<file path="config.mk">
export PLATFORM = sky130hd
export DESIGN_NAME = irq_handler_signature_locator_top
export DESIGN_NICKNAME = d
export VERILOG_FILES = /design/src/sv/ihsl_pkg.sv /design/src/sv/ihsl_regs.sv /design/src/sv/ihsl_front.sv /design/src/sv/ihsl_queue.sv /design/src/sv/ihsl_back.sv /design/src/sv/irq_handler_signature_locator_top.sv
export SDC_FILE = /design/constraint.sdc
export NUM_CORES = 1
export LEC_CHECK = 0
export ABC_AREA = 1
export BUFFER_PORTS_ARGS = -buffer_cell sky130_fd_sc_hd__buf_4
export CAP_MARGIN = 0
export CORE_AREA = 2 2 251 253
export CTS_BUF_LIST = sky130_fd_sc_hd__clkbuf_2
export DETAILED_ROUTE_END_ITERATION = 16
export DIE_AREA = 0 0 253 255
export GPL_TIMING_DRIVEN = 0
export PLACE_DENSITY = 0.54
export SLEW_MARGIN = 10
export SYNTH_ARGS = -nofsm -noshare
export SYNTH_HDL_FRONTEND = slang
export SYNTH_SLANG_ARGS = --single-unit
export TNS_END_PERCENT = 50
</file>
<file path="constraint.sdc">
create_clock -name clk -period 8.05 [get_ports clk]
set_clock_uncertainty 0.2 [all_clocks]
set_input_delay 0.4025 -clock clk [delete_from_list [all_inputs] [get_ports clk]]
set_output_delay 0.4025 -clock clk [all_outputs]
set_load 0.01 [all_outputs]
</file>
<file path="src/sv/ihsl_pkg.sv">
// Shared types, constants and the size-table lookup for the interrupt handler
// signature locator. No dependencies.
package ihsl_pkg;

  localparam int END_SEARCH_LIMIT_DEF = 50;
  localparam int INDEX_WIDTH_DEF = 21;
  localparam int QUEUE_DEPTH_DEF = 2;
  localparam int NUM_SIZES = 18;
  localparam int PADDR_WIDTH = 4;
  localparam int ESC_WIDTH = 6;

  localparam logic [1:0] STATUS_NONE = 2'd0;
  localparam logic [1:0] STATUS_SCAN = 2'd1;
  localparam logic [1:0] STATUS_TABLE = 2'd2;

  localparam logic [1:0] REG_BASE = 2'd0;
  localparam logic [1:0] REG_REGION = 2'd1;
  localparam logic [1:0] REG_UNIT = 2'd2;

  localparam logic [31:0] START_SIG [0:4] = '{
    32'he92d4000, 32'he3a0c301, 32'he28cce21, 32'he51c1008, 32'he3510000
  };
  localparam logic [31:0] END_SIG [0:3] = '{
    32'he59f1008, 32'he7910100, 32'he59fe004, 32'he12fff10
  };

  localparam logic [22:0] KNOWN_SIZE [0:NUM_SIZES-1] = '{
    23'h01D5A8, 23'h022B40, 23'h022BCC, 23'h025664, 23'h0257DC,
    23'h025860, 23'h026DF4, 23'h028F84, 23'h02909C, 23'h02914C,
    23'h029164, 23'h029EE8, 23'h02A2EC, 23'h02A318, 23'h02AF18,
    23'h02B184, 23'h02B24C, 23'h02C5B4
  };
  localparam logic [31:0] KNOWN_LOCATION [0:NUM_SIZES-1] = '{
    32'h0239D280, 32'h0238DED8, 32'h0238DF60, 32'h023A5330, 32'h023A54B8,
    32'h023A5538, 32'h023A6AD4, 32'h02391918, 32'h02391A30, 32'h02391ADC,
    32'h02391ADC, 32'h02391F70, 32'h023921BC, 32'h023921D8, 32'h0239227C,
    32'h023924CC, 32'h02392578, 32'h02392E74
  };

  typedef struct packed {
    logic [31:0] word;
    logic        last;
  } img_t;

  typedef struct packed {
    logic [1:0]  status;
    logic [31:0] location;
  } res_t;

  typedef struct packed {
    logic [31:0] base_address;
    logic [22:0] region_bytes;
    logic [1:0]  unit_code;
  } cfg_t;

  typedef struct packed {
    logic [31:0] word;
    logic        last;
    logic        start_hit;
    logic        end_hit;
  } qent_t;

  function automatic res_t fallback(logic [22:0] region, logic [1:0] unit);
    res_t r;
    logic found;
    r = '0;
    found = 1'b0;
    if (unit != 2'd0) begin
      for (int j = 0; j < NUM_SIZES; j++) begin
        if (!found && region == KNOWN_SIZE[j]) begin
          found = 1'b1;
          r.status = STATUS_TABLE;
          r.location = KNOWN_LOCATION[j];
        end
      end
    end
    return r;
  endfunction

endpackage

</file>
<file path="src/sv/ihsl_regs.sv">
// Configuration registers behind the APB-style port.
// Depends on ihsl_pkg.
module ihsl_regs (
  input  logic                            clk,
  input  logic                            rst,
  input  logic                            psel,
  input  logic                            penable,
  input  logic                            pwrite,
  input  logic [ihsl_pkg::PADDR_WIDTH-1:0] paddr,
  input  logic [31:0]                     pwdata,
  output logic [31:0]                     prdata,
  output logic                            pready,
  output ihsl_pkg::cfg_t                  cfg
);

  logic [1:0] reg_index;
  logic       wr_en;

  assign reg_index = paddr[3:2];
  assign pready = 1'b1;
  assign wr_en = psel && penable && pwrite && pready;

  always_ff @(posedge clk) begin
    if (rst) begin
      cfg <= '0;
    end else if (wr_en) begin
      unique case (reg_index)
        ihsl_pkg::REG_BASE:   cfg.base_address <= pwdata;
        ihsl_pkg::REG_REGION: cfg.region_bytes <= pwdata[22:0];
        ihsl_pkg::REG_UNIT:   cfg.unit_code <= pwdata[1:0];
        default: ;
      endcase
    end
  end

  always_comb begin
    unique case (reg_index)
      ihsl_pkg::REG_BASE:   prdata = cfg.base_address;
      ihsl_pkg::REG_REGION: prdata = 32'(cfg.region_bytes);
      ihsl_pkg::REG_UNIT:   prdata = 32'(cfg.unit_code);
      default:              prdata = '0;
    endcase
  end

endmodule

</file>
<file path="src/sv/ihsl_front.sv">
// Front end: accepts image words, keeps the recent word window and tags each
// word with start and end signature matches. Depends on ihsl_pkg.
module ihsl_front (
  input  logic                  clk,
  input  logic                  rst,
  input  logic                  img_valid,
  output logic                  img_ready,
  input  ihsl_pkg::img_t        img_data,
  input  logic                  q_full,
  output logic                  push,
  output ihsl_pkg::qent_t       push_data
);

  logic [31:0] hist [0:3];
  logic        start_hit;
  logic        end_hit;

  assign img_ready = !q_full;
  assign push = img_valid && img_ready;

  assign start_hit = hist[0] == ihsl_pkg::START_SIG[0] && hist[1] == ihsl_pkg::START_SIG[1] &&
                     hist[2] == ihsl_pkg::START_SIG[2] && hist[3] == ihsl_pkg::START_SIG[3] &&
                     img_data.word == ihsl_pkg::START_SIG[4];
  assign end_hit = hist[1] == ihsl_pkg::END_SIG[0] && hist[2] == ihsl_pkg::END_SIG[1] &&
                   hist[3] == ihsl_pkg::END_SIG[2] && img_data.word == ihsl_pkg::END_SIG[3];

  always_comb begin
    push_data.word = img_data.word;
    push_data.last = img_data.last;
    push_data.start_hit = start_hit;
    push_data.end_hit = end_hit;
  end

  always_ff @(posedge clk) begin
    if (rst) begin
      for (int j = 0; j < 4; j++) hist[j] <= '0;
    end else if (push) begin
      if (img_data.last) begin
        for (int j = 0; j < 4; j++) hist[j] <= '0;
      end else begin
        for (int j = 0; j < 3; j++) hist[j] <= hist[j+1];
        hist[3] <= img_data.word;
      end
    end
  end

endmodule

</file>
<file path="src/sv/ihsl_queue.sv">
// Short queue of tagged words between the front and back ends.
// Depends on ihsl_pkg. DEPTH must be at least 2.
module ihsl_queue #(
  parameter int DEPTH = ihsl_pkg::QUEUE_DEPTH_DEF
) (
  input  logic            clk,
  input  logic            rst,
  input  logic            push,
  input  ihsl_pkg::qent_t push_data,
  input  logic            pop,
  output ihsl_pkg::qent_t pop_data,
  output logic            full,
  output logic            empty
);

  localparam int PTR_W = $clog2(DEPTH);
  localparam int CNT_W = $clog2(DEPTH + 1);

  ihsl_pkg::qent_t   slots [0:DEPTH-1];
  logic [PTR_W-1:0]  wr_ptr;
  logic [PTR_W-1:0]  rd_ptr;
  logic [CNT_W-1:0]  count;

  assign full = count == CNT_W'(DEPTH);
  assign empty = count == '0;
  assign pop_data = slots[rd_ptr];

  always_ff @(posedge clk) begin
    if (push) slots[wr_ptr] <= push_data;
  end

  always_ff @(posedge clk) begin
    if (rst) begin
      wr_ptr <= '0;
      rd_ptr <= '0;
      count <= '0;
    end else begin
      if (push) wr_ptr <= (wr_ptr == PTR_W'(DEPTH - 1)) ? '0 : wr_ptr + 1'b1;
      if (pop) rd_ptr <= (rd_ptr == PTR_W'(DEPTH - 1)) ? '0 : rd_ptr + 1'b1;
      if (push && !pop) count <= count + 1'b1;
      else if (pop && !push) count <= count - 1'b1;
    end
  end

endmodule

</file>
<file path="src/sv/ihsl_back.sv">
// Back end: stream state machine that walks the tagged words, computes the
// location and holds the result register. Depends on ihsl_pkg.
module ihsl_back #(
  parameter int END_SEARCH_LIMIT = ihsl_pkg::END_SEARCH_LIMIT_DEF,
  parameter int INDEX_WIDTH = ihsl_pkg::INDEX_WIDTH_DEF
) (
  input  logic            clk,
  input  logic            rst,
  input  ihsl_pkg::cfg_t  cfg,
  input  logic            q_empty,
  input  ihsl_pkg::qent_t q_data,
  output logic            pop,
  output logic            res_valid,
  input  logic            res_ready,
  output ihsl_pkg::res_t  res_data
);

  localparam int ESC_W = ihsl_pkg::ESC_WIDTH;
  localparam logic [ESC_W-1:0] ESC_LAST = ESC_W'(END_SEARCH_LIMIT - 1);

  typedef enum logic [1:0] {
    PH_START,
    PH_END,
    PH_TABLE,
    PH_RETURN
  } phase_t;

  phase_t                 phase, phase_next;
  logic [INDEX_WIDTH-1:0] idx, idx_next;
  logic [ESC_W-1:0]       esc, esc_next;
  logic [31:0]            tword, tword_next;
  logic                   done, done_next;
  logic                   emit;
  ihsl_pkg::res_t         emit_data;
  ihsl_pkg::res_t         fb;
  logic [31:0]            k32;
  logic [31:0]            rw32;
  logic [31:0]            first_open;
  logic [31:0]            offset;

  assign pop = !q_empty && (!res_valid || res_ready);
  assign fb = ihsl_pkg::fallback(cfg.region_bytes, cfg.unit_code);
  assign k32 = 32'(idx);
  assign rw32 = 32'(cfg.region_bytes[22:2]);
  assign first_open = (k32 >= 32'd3) ? k32 - 32'd3 : '0;
  assign offset = (tword - q_data.word) & 32'hFFFF_FFFC;

  always_comb begin
    phase_next = phase;
    idx_next = idx;
    esc_next = esc;
    tword_next = tword;
    done_next = done;
    emit = 1'b0;
    emit_data = '0;
    if (pop) begin
      if (!done) begin
        unique case (phase)
          PH_START: begin
            if (q_data.start_hit && k32 >= 32'd4 && (k32 - 32'd4) < rw32) begin
              if (END_SEARCH_LIMIT <= 2) begin
                emit = 1'b1;
                emit_data = fb;
                done_next = 1'b1;
              end else begin
                phase_next = PH_END;
                esc_next = ESC_W'(2);
              end
            end else if (rw32 <= first_open) begin
              emit = 1'b1;
              emit_data = fb;
              done_next = 1'b1;
            end
          end
          PH_END: begin
            if (q_data.end_hit) begin
              phase_next = PH_TABLE;
            end else if (esc >= ESC_LAST) begin
              emit = 1'b1;
              emit_data = fb;
              done_next = 1'b1;
            end else begin
              esc_next = esc + 1'b1;
            end
          end
          PH_TABLE: begin
            tword_next = q_data.word;
            phase_next = PH_RETURN;
          end
          PH_RETURN: begin
            emit = 1'b1;
            emit_data.status = ihsl_pkg::STATUS_SCAN;
            emit_data.location = cfg.base_address + ((k32 + 32'd1) << 2) + offset;
            done_next = 1'b1;
          end
        endcase
        if (idx != '1) begin
          idx_next = idx + 1'b1;
        end else if (!done_next) begin
          emit = 1'b1;
          emit_data = fb;
          done_next = 1'b1;
        end
      end
      if (q_data.last) begin
        if (!done_next) begin
          emit = 1'b1;
          emit_data = fb;
        end
        phase_next = PH_START;
        idx_next = '0;
        esc_next = '0;
        tword_next = '0;
        done_next = 1'b0;
      end
    end
  end

  always_ff @(posedge clk) begin
    if (rst) begin
      phase <= PH_START;
      idx <= '0;
      esc <= '0;
      tword <= '0;
      done <= 1'b0;
      res_valid <= 1'b0;
    end else begin
      phase <= phase_next;
      idx <= idx_next;
      esc <= esc_next;
      tword <= tword_next;
      done <= done_next;
      if (emit) begin
        res_valid <= 1'b1;
        res_data <= emit_data;
      end else if (res_ready) begin
        res_valid <= 1'b0;
      end
    end
  end

`ifndef SYNTHESIS
  a_last_clears: assert property (@(posedge clk) disable iff (rst)
    (pop && q_data.last) |=> (phase == PH_START && idx == '0 && !done))
    else $error("stream state not cleared after the last word");

  a_scan_result: assert property (@(posedge clk) disable iff (rst)
    (pop && !done && phase == PH_RETURN) |=>
      (res_valid && res_data.status == ihsl_pkg::STATUS_SCAN))
    else $error("scan result not loaded into the result register");

  a_not_found_zero: assert property (@(posedge clk) disable iff (rst)
    (res_valid && res_data.status == ihsl_pkg::STATUS_NONE) |-> res_data.location == '0)
    else $error("nonzero location with not-found status");

  a_no_overwrite: assert property (@(posedge clk) disable iff (rst)
    (res_valid && !res_ready) |-> !emit)
    else $error("pending result overwritten");
`endif

endmodule

</file>
<file path="src/sv/irq_handler_signature_locator_top.sv">
// Top level of the interrupt handler signature locator.
// A result is registered in the back end after the word that causes it passes the queue.
// Throughput: one word per cycle, set by the combinational window compare and the
// stream state machine; a stalled result slot stalls the back end, then the queue.
// Reset: synchronous; clears all but queue slots and result data at once; no clearing pass.
// Depends on ihsl_pkg, ihsl_regs, ihsl_front, ihsl_queue and ihsl_back.
module irq_handler_signature_locator_top #(
  parameter int END_SEARCH_LIMIT = ihsl_pkg::END_SEARCH_LIMIT_DEF,
  parameter int INDEX_WIDTH = ihsl_pkg::INDEX_WIDTH_DEF,
  parameter int QUEUE_DEPTH = ihsl_pkg::QUEUE_DEPTH_DEF
) (
  input  logic                             clk,
  input  logic                             rst,
  input  logic                             img_valid,
  output logic                             img_ready,
  input  ihsl_pkg::img_t                   img_data,
  output logic                             res_valid,
  input  logic                             res_ready,
  output ihsl_pkg::res_t                   res_data,
  input  logic                             psel,
  input  logic                             penable,
  input  logic                             pwrite,
  input  logic [ihsl_pkg::PADDR_WIDTH-1:0] paddr,
  input  logic [31:0]                      pwdata,
  output logic [31:0]                      prdata,
  output logic                             pready
);

  ihsl_pkg::cfg_t  cfg;
  ihsl_pkg::qent_t push_data;
  ihsl_pkg::qent_t pop_data;
  logic            push;
  logic            pop;
  logic            q_full;
  logic            q_empty;

  ihsl_regs u_regs (
    .clk     (clk),
    .rst     (rst),
    .psel    (psel),
    .penable (penable),
    .pwrite  (pwrite),
    .paddr   (paddr),
    .pwdata  (pwdata),
    .prdata  (prdata),
    .pready  (pready),
    .cfg     (cfg)
  );

  ihsl_front u_front (
    .clk       (clk),
    .rst       (rst),
    .img_valid (img_valid),
    .img_ready (img_ready),
    .img_data  (img_data),
    .q_full    (q_full),
    .push      (push),
    .push_data (push_data)
  );

  ihsl_queue #(
    .DEPTH (QUEUE_DEPTH)
  ) u_queue (
    .clk       (clk),
    .rst       (rst),
    .push      (push),
    .push_data (push_data),
    .pop       (pop),
    .pop_data  (pop_data),
    .full      (q_full),
    .empty     (q_empty)
  );

  ihsl_back #(
    .END_SEARCH_LIMIT (END_SEARCH_LIMIT),
    .INDEX_WIDTH      (INDEX_WIDTH)
  ) u_back (
    .clk       (clk),
    .rst       (rst),
    .cfg       (cfg),
    .q_empty   (q_empty),
    .q_data    (pop_data),
    .pop       (pop),
    .res_valid (res_valid),
    .res_ready (res_ready),
    .res_data  (res_data)
  );

endmodule

</file>
==> impl_metrics.yaml, run 1 <==
die:
  fp.dieArea_sq_um: 64500
  die_w_microns: 253
  coreArea_sq_um: 62200
  chipHeight_microns: 255
  fp-row-count: 92
  io_pins: 145
  start_util_pct: 34.4
pwr:
  internal_power_uw: 4030
  seq_power_share_pct: 32.1
  max-vdd-ir-drop_mv: 0.120
  p_sw_uw: 3470
  sw_frac_of_total_pct: 46.3
  comb_power_share_pct: 49.6
  p_leak_uw: 0.0110
  p_per_area_nw_per_um2: 289
  power_frac_clock_pct: 18.2
critical_path:
  cpMostUsedCell: "nand2_1"
  critical_path_class: "reg2reg"
  worstPathArrival_ns: 7.92
  crit_path_start_kind: "register"
  slowest_delay_ns: 0.84
  path_max_fanout: 10
  worstPathRequired_ns: 8.69
  endpoint_kind: "register"
  cp_slowest_cell: "clkbuf_1"
grt:
  grt_start_max_net_pins: 33
  busiest_layer: "met2"
  gr-total-overflow: 0
  antenna_found_initial: 1
  grtUsageTotal_pct: 23.8
  grtUsageMet2_pct: 39.1
  grt_pass1_vias: 19900
  grt_pass1_wl_microns: 116000
  use_met1_pct: 31.8
  met3_usage_pct: 3.30
finish:
  final_area_sq_um: 26000
  area_growth_syn_to_layout_pct: 21.4
  final_nets: 3261
  drive_above_1_share_pct: 12.6
  fillers: 6435
place:
  dpl.hpwl_microns: 61200
  placed_cell_area_sq_um: 23500
  gp_congestion: 0.931
  numPortBuffers: 141
synth:
  synth_fp_nets: 2868
  synth_warnings: 0
  ys_seq_area_share_pct: 42.8
  synth-edff-count: 200
  syn_area_per_cell_sq_um: 8.08
  syn_area_sq_um: 21400
  synthFlopType: "edfxtp_1"
  ys_types: 61
  async_reset_ff_share_pct: 0
  ys_seq_elements: 357
  syn_inst: 2647
status:
  status: "finished clean"
timing:
  fin_setup_tns_ns: 0
  layout_min_cycle_time_ns: 7.28
  fin_crit_sh_pct: 90.4
  rsz0062_at_grt: "no"
  setup_viol_count_final: 0
  fmax_mhz: 137
  worst_pin_slew_ns: 1.15
  relSlewSlack_pct: 23.3
  finalHoldViolCount: 0
  slew_violations: 0
clock_network:
  path_clk_slew_ns: 0.10
  post_cts_buffers: 0
  cts-resized-gates: 0
  cts.htree.levels: 3
  clk_path_buf_depth: 3
  clk_latency_ns: 1.14
  cts_tree: "built"
  numClockSinks: 357
  cts_buffers: 97
  clockRootBuffer: "clkbuf_2"
route:
  dr.pass1.iters: 5
  dr.first_iter.drc_count: 1621
  final_antenna_net_count: 0
  wirelength_microns: 77400
  drt-wirelength-per-cell_microns: 19.7
  vias_per_cell: 5.19
  num_vias: 20400
  drc: 0
worst_hold_path:
  hold_class: "in2reg"
job:
  max-cap-violations: 0
-- worst max-delay path, delay by kind of cell (launching register included) --
kind	cells	cell delay, ns
AND/OR/NAND/NOR	14	1.87
AO/OA/AOI/OAI	9	1.80
adder cells (fa/ha/maj)	3	1.13
buffers and inverters	3	1.09
flip-flops	1	0.33
multiplexers	1	0.33
XOR/XNOR	2	0.25
-- metrics by stage --
step	utilization (%)	power [uW]	setup WS, ns	std cells	hold slack [ns]
2_1_floorplan	-	4840	2.48	2647	0.226
3_3_place_gp	37.7	5970	0.731	3587	0.243
3_5_place_dp	37.9	6020	0.827	3590	0.241
4_1_cts	41.8	7480	0.819	3921	0.00597
5_1_grt	41.8	8060	0.201	3922	0.149
6_report	41.8	7490	0.772	3922	0.132
-- cell families (layout without fill, tap and decap cells) --
logic type      count (synthesis)  in the layout  synth area share [%]
mux                            31             31                  1.45
buf+inv                       477            952                  8.51
compound gates                494            494                  12.4
simple gates                 1066           1066                  22.4
fa+ha+maj                     145            145                  9.29
other cells                     1              2                0.0175
flops                         357            357                  42.8
xor+xnor                       76             76                  3.11
-- power groups by stage --
stage | clock network [uW] | registers [uW] | logic [uW]
floorplan | 0 | 2420 | 2420
global placement | 0 | 2450 | 3520
detailed placement | 0 | 2450 | 3570
CTS | 1410 | 2410 | 3660
global route | 1490 | 2440 | 4130
finish | 1370 | 2410 | 3720
-- final timing paths --
kind | startpoint | cells past startpoint | to | slack [ns]
hold / removal | paddr[2] | 7 | u_regs.cfg[1]$_SDFFE_PP0P_ | 0.13
setup / recovery | register | 32 | u_back.res_data[30]$_SDFFCE_PN0P_ | 0.77
hold reg to reg | u_back.esc[5]$_SDFFE_PP0P_ | 2 | u_back.esc[5]$_SDFFE_PP0P_ | 0.26
setup reg to reg | register | 32 | u_back.res_data[30]$_SDFFCE_PN0P_ | 0.77
-- repair_timing --
action,4_1_cts,5_1_grt
endpoints found under the hold margin,283,0
hold buffers,150,0
endpoints found under the setup margin,0,0
-- state kept, by name (all words and copies together) (netlist names), 2 cells and up, named ones only --
signal	cells
u_queue.count	2
u_regs.cfg	57
u_queue.slots	70
u_back.idx	21
u_back.tword	32
u_front.hist	128
u_back.res_data	34
u_back.esc	6
u_back.phase	2
-- cell usage in the layout, fill, tap and decap left out, drive strengths merged, types with 3 or more instances in the layout --
master       synthesis  routed
o221ai               5       5
o31ai                3       3
dfxtp              157     157
a21o                 5       5
a31oi               13      13
nand2              367     367
a211oi               4       4
a21oi              218     218
inv                392     397
o2111ai              4       4
o211ai              10      10
nand4               63      63
buf                  7     151
nor2               380     380
nand3              131     131
edfxtp             200     200
nor4                61      61
xnor2               20      20
clkinv               6      22
or2                  6       6
nor3b                3       3
nor3                50      50
o22ai               18      18
dlygate4sd3          0     150
xor2                56      56
ha                 122     122
clkbuf              72     231
mux2i               31      31
a2bb2oi              4       4
o21ai              198     198
fa                  23      23
-- cell usage after synthesis (all sizes together), types with 2 or more instances --
cell	n	share of area [%]
o21bai	2	0.070
xor2	56	2.3
edfxtp	200	28
o22ai	18	0.53
o2111ai	4	0.16
nand4	63	2.1
or2	6	0.18
mux2i	31	1.5
inv	392	6.9
a22oi	2	0.070
buf	7	0.23
dfxtp	157	15
o31ai	3	0.11
clkinv	6	0.13
o221ai	5	0.20
nor3b	3	0.11
clkbuf	72	1.3
nand3	131	3.2
or4	2	0.070
a21boi	2	0.070
xnor2	20	0.82
a31oi	13	0.38
a2bb2oi	4	0.16
and3	2	0.058
a211oi	4	0.14
fa	23	2.2
o211ai	10	0.35
nand2	367	6.6
nor2	380	7.0
nor3	50	1.3
nor4	61	1.9
a21oi	218	5.1
ha	122	7.1
o21ai	198	4.7
a21o	5	0.18
-- routing by layer --
layer	vias up	share of wire [%]
met5	-	0
met4	0	3.4
met3	133	5.7
met2	671	46
met1	9752	45
li1	9800	-
-- cell type report --
type                    count  area, sq um  area share [%]
plain buffers              79          320            1.23
diodes                      1         2.50         0.00964
repair buffers            294         2620            10.1
well taps                 799         1000            3.85
clock inverters            22          121           0.467
clock buffers             159          796            3.06
flip-flops and latches    357         9150            35.2
inverters                 398         1500            5.78
multi-input cells        1813        10500            40.3
(Power assumes the default switching activity.)
==> run 2: changes to the inputs <==
ABC_AREA = not set   (was 1)
CORE_AREA = 2 2 249 251   (was 2 2 251 253)
DIE_AREA = 0 0 251 253   (was 0 0 253 255)
==> impl_metrics.yaml, run 2 <==
status:
  status: "finished clean"
critical_path:
  worstPathArrival_ns: 8.14
  path_max_fanout: 10
  endpoint_kind: "register"
  r2r_end: "u_back.res_data[24]$_SDFFCE_PN0P_"
  cp_slowest_cell: "buf_1"
  critical_path_class: "reg2reg"
  crit_path_start_kind: "register"
  slowest_delay_ns: 0.65
  reg2regPathDepth: 25
  reg2reg_slack_ns: 0.57
  worstPathRequired_ns: 8.71
pwr:
  max-vdd-ir-drop_mv: 0.110
  p_per_area_nw_per_um2: 227
  p_leak_uw: 0.0101
clock_network:
  path_clk_slew_ns: 0.10
  clockRootBuffer: "clkbuf_2"
  cts_tree: "built"
  cts.htree.levels: 3
  post_cts_buffers: 0
  numClockSinks: 357
  clk_path_buf_depth: 3
  clk_latency_ns: 1.16
  cts_buffers: 97
timing:
  layout_min_cycle_time_ns: 7.48
  setup_viol_count_final: 0
  relSlewSlack_pct: 31.6
  finalHoldViolCount: 0
  worst_pin_slew_ns: 1.01
  fmax_mhz: 134
  slew_violations: 0
  rsz0062_at_grt: "no"
  fin_setup_tns_ns: 0
  layout_setup_ws_ns: 0.570
  fin_crit_sh_pct: 92.9
route:
  drt-wirelength-per-cell_microns: 21.6
  vias_per_cell: 5.36
  dr.pass1.iters: 5
  num_vias: 18900
  wirelength_microns: 76100
  final_antenna_net_count: 0
  drc: 0
  dr.first_iter.drc_count: 1559
worst_hold_path:
  hold_class: "in2reg"
  min_from: "img_data[10]"
  whs_path_depth: 6
  holdPathEnd: "u_queue.slots[0][1]$_DFFE_PP_"
finish:
  area_growth_syn_to_layout_pct: 22.1
  final_cell_mix: "nand2_1 (232), nor2_1 (217), a21oi_1 (207), edfxtp_1 (200), dfxtp_1 (157)"
  reg.largest.list: "u_front.hist x128, u_queue.slots x70, u_regs.cfg x57"
  largest-register: "u_front.hist"
  final_nets: 2875
  drive_above_1_share_pct: 13.2
  layout_commonest_cell: "nand2_1"
  fillers: 6110
  largest_reg_flops: 128
synth:
  synth_common_cells: "nand2_1 (232), nor2_1 (220), a21oi_1 (207)"
  synthFlopType: "edfxtp_1"
  ys_types: 85
  syn_area_per_cell_sq_um: 9.29
  async_reset_ff_share_pct: 0
  ys_seq_area_share_pct: 43.5
  synth_top_area_share_pct: 28.6
  syn_inst: 2262
  synth_most_common_cell: "nand2_1"
  syn_area_sq_um: 21000
  synth-edff-count: 200
  synth_fp_nets: 2483
  yosysTopAreaCell: "edfxtp_1"
  ys_top_cells_by_area: "edfxtp_1 (29%), dfxtp_1 (15%), ha_1 (7.3%)"
  ys_seq_elements: 357
  synth_warnings: 0
place:
  place_ws_ns: 0.666
  dpl.hpwl_microns: 57300
  numPortBuffers: 140
  gp_congestion: 0.928
die:
  fp-row-count: 91
  io_pins: 145
  chipHeight_microns: 253
  start_util_pct: 34.4
  coreArea_sq_um: 61000
  die_w_microns: 251
  fp.dieArea_sq_um: 63500
grt:
  antenna_found_initial: 2
  grt_start_max_net_pins: 33
  grt_pass1_wl_microns: 113000
  grtUsageTotal_pct: 23.7
  gr-total-overflow: 0
  grt_pass1_vias: 18300
job:
  max-cap-violations: 0
run 2: timing repair:
action,4_1_cts,5_1_grt
endpoints found under the hold margin,208,0
gates resized for setup,0,2
hold buffers,150,0
setup endpoints to repair,0,1
run 2: cell families (layout without fill, tap and decap cells):
| group | after synthesis | in the layout | synth area share [%] |
|---|---|---|---|
| other | 1 | 5 | 0.0178 |
| xor gates and xnor gates | 92 | 92 | 3.83 |
| and+or+nand+nor | 976 | 976 | 24.3 |
| muxes | 66 | 66 | 3.15 |
| AOI/OAI and AO/OA | 408 | 408 | 11.7 |
| adders and majority gates | 145 | 145 | 9.45 |
| buffers and inverters | 217 | 689 | 4.04 |
| DFF | 357 | 357 | 43.5 |
run 2: worst max-delay path, delay by kind of cell (launching register included):
kind | cells | cell delay [ns]
mux | 1 | 0.38
xor+xnor | 1 | 0.37
buf+inv | 3 | 1.00
flops | 1 | 0.32
fa+ha+maj | 3 | 1.08
simple gates | 7 | 1.28
compound gates | 10 | 2.58
run 2: metal layers:
layer / vias up / GRT usage [%] / wire [microns]
met2: 673 / 40.0 / 36000
li1: 8955 / - / -
met5: - / 0 / 0
met4: 0 / 10.9 / 3280
met1: 9156 / 29.7 / 32700
met3: 142 / 3.70 / 4090
run 2: worst max path at each step:
stage                                     startpoint                                end  slack (ns)  cells after the start
after floorplan                             register  u_back.res_data[31]$_SDFFCE_PN0P_        2.06                     25
after detailed placement                    register  u_back.res_data[24]$_SDFFCE_PN0P_        0.67                     25
after global placement    u_back.idx[0]$_SDFFE_PP0P_   u_back.res_data[1]$_SDFFCE_PN0P_        0.30                     18
after CTS                                   register  u_back.res_data[24]$_SDFFCE_PN0P_        0.59                     25
after global routing                        register  u_back.res_data[24]$_SDFFCE_PN0P_        0.09                     25
final                                       register  u_back.res_data[24]$_SDFFCE_PN0P_        0.57                     25
run 2: power breakdown:
part	total [uW]	leakage [uW]	switching, uW	internal [uW]
registers	2260	0.00330	108	2160
clock network	1450	0.000748	834	614
logic	2120	0.00605	1360	763
total	5830	0.0101	2300	3530
run 2: final cells by class:
class / count / area, sq um / share of cell area, %
well taps: 790 / 988 / 3.85
inverters: 96 / 360 / 1.40
repair buffers: 293 / 2610 / 10.2
clock buffers: 153 / 766 / 2.98
diodes: 4 / 10.0 / 0.0390
flip-flops and latches: 357 / 9150 / 35.7
multi-input cells: 1688 / 11100 / 43.1
plain buffers: 121 / 490 / 1.91
clock inverters: 26 / 221 / 0.863
run 2: stage by stage:
stage / instances / hold slack, ns / util, % / area (sq um) / power (uW)
2_1_floorplan: 2262 / 0.245 / - / 21000 / 3630
5_1_grt: 3527 / 0.232 / 42.0 / 25700 / 6190
3_5_place_dp: 3195 / 0.268 / 37.9 / 23200 / 4350
6_report: 3528 / 0.265 / 42.0 / 25700 / 5830
3_3_place_gp: 3192 / 0.266 / 37.8 / 23100 / 4300
4_1_cts: 3524 / 0.152 / 42.0 / 25600 / 5870
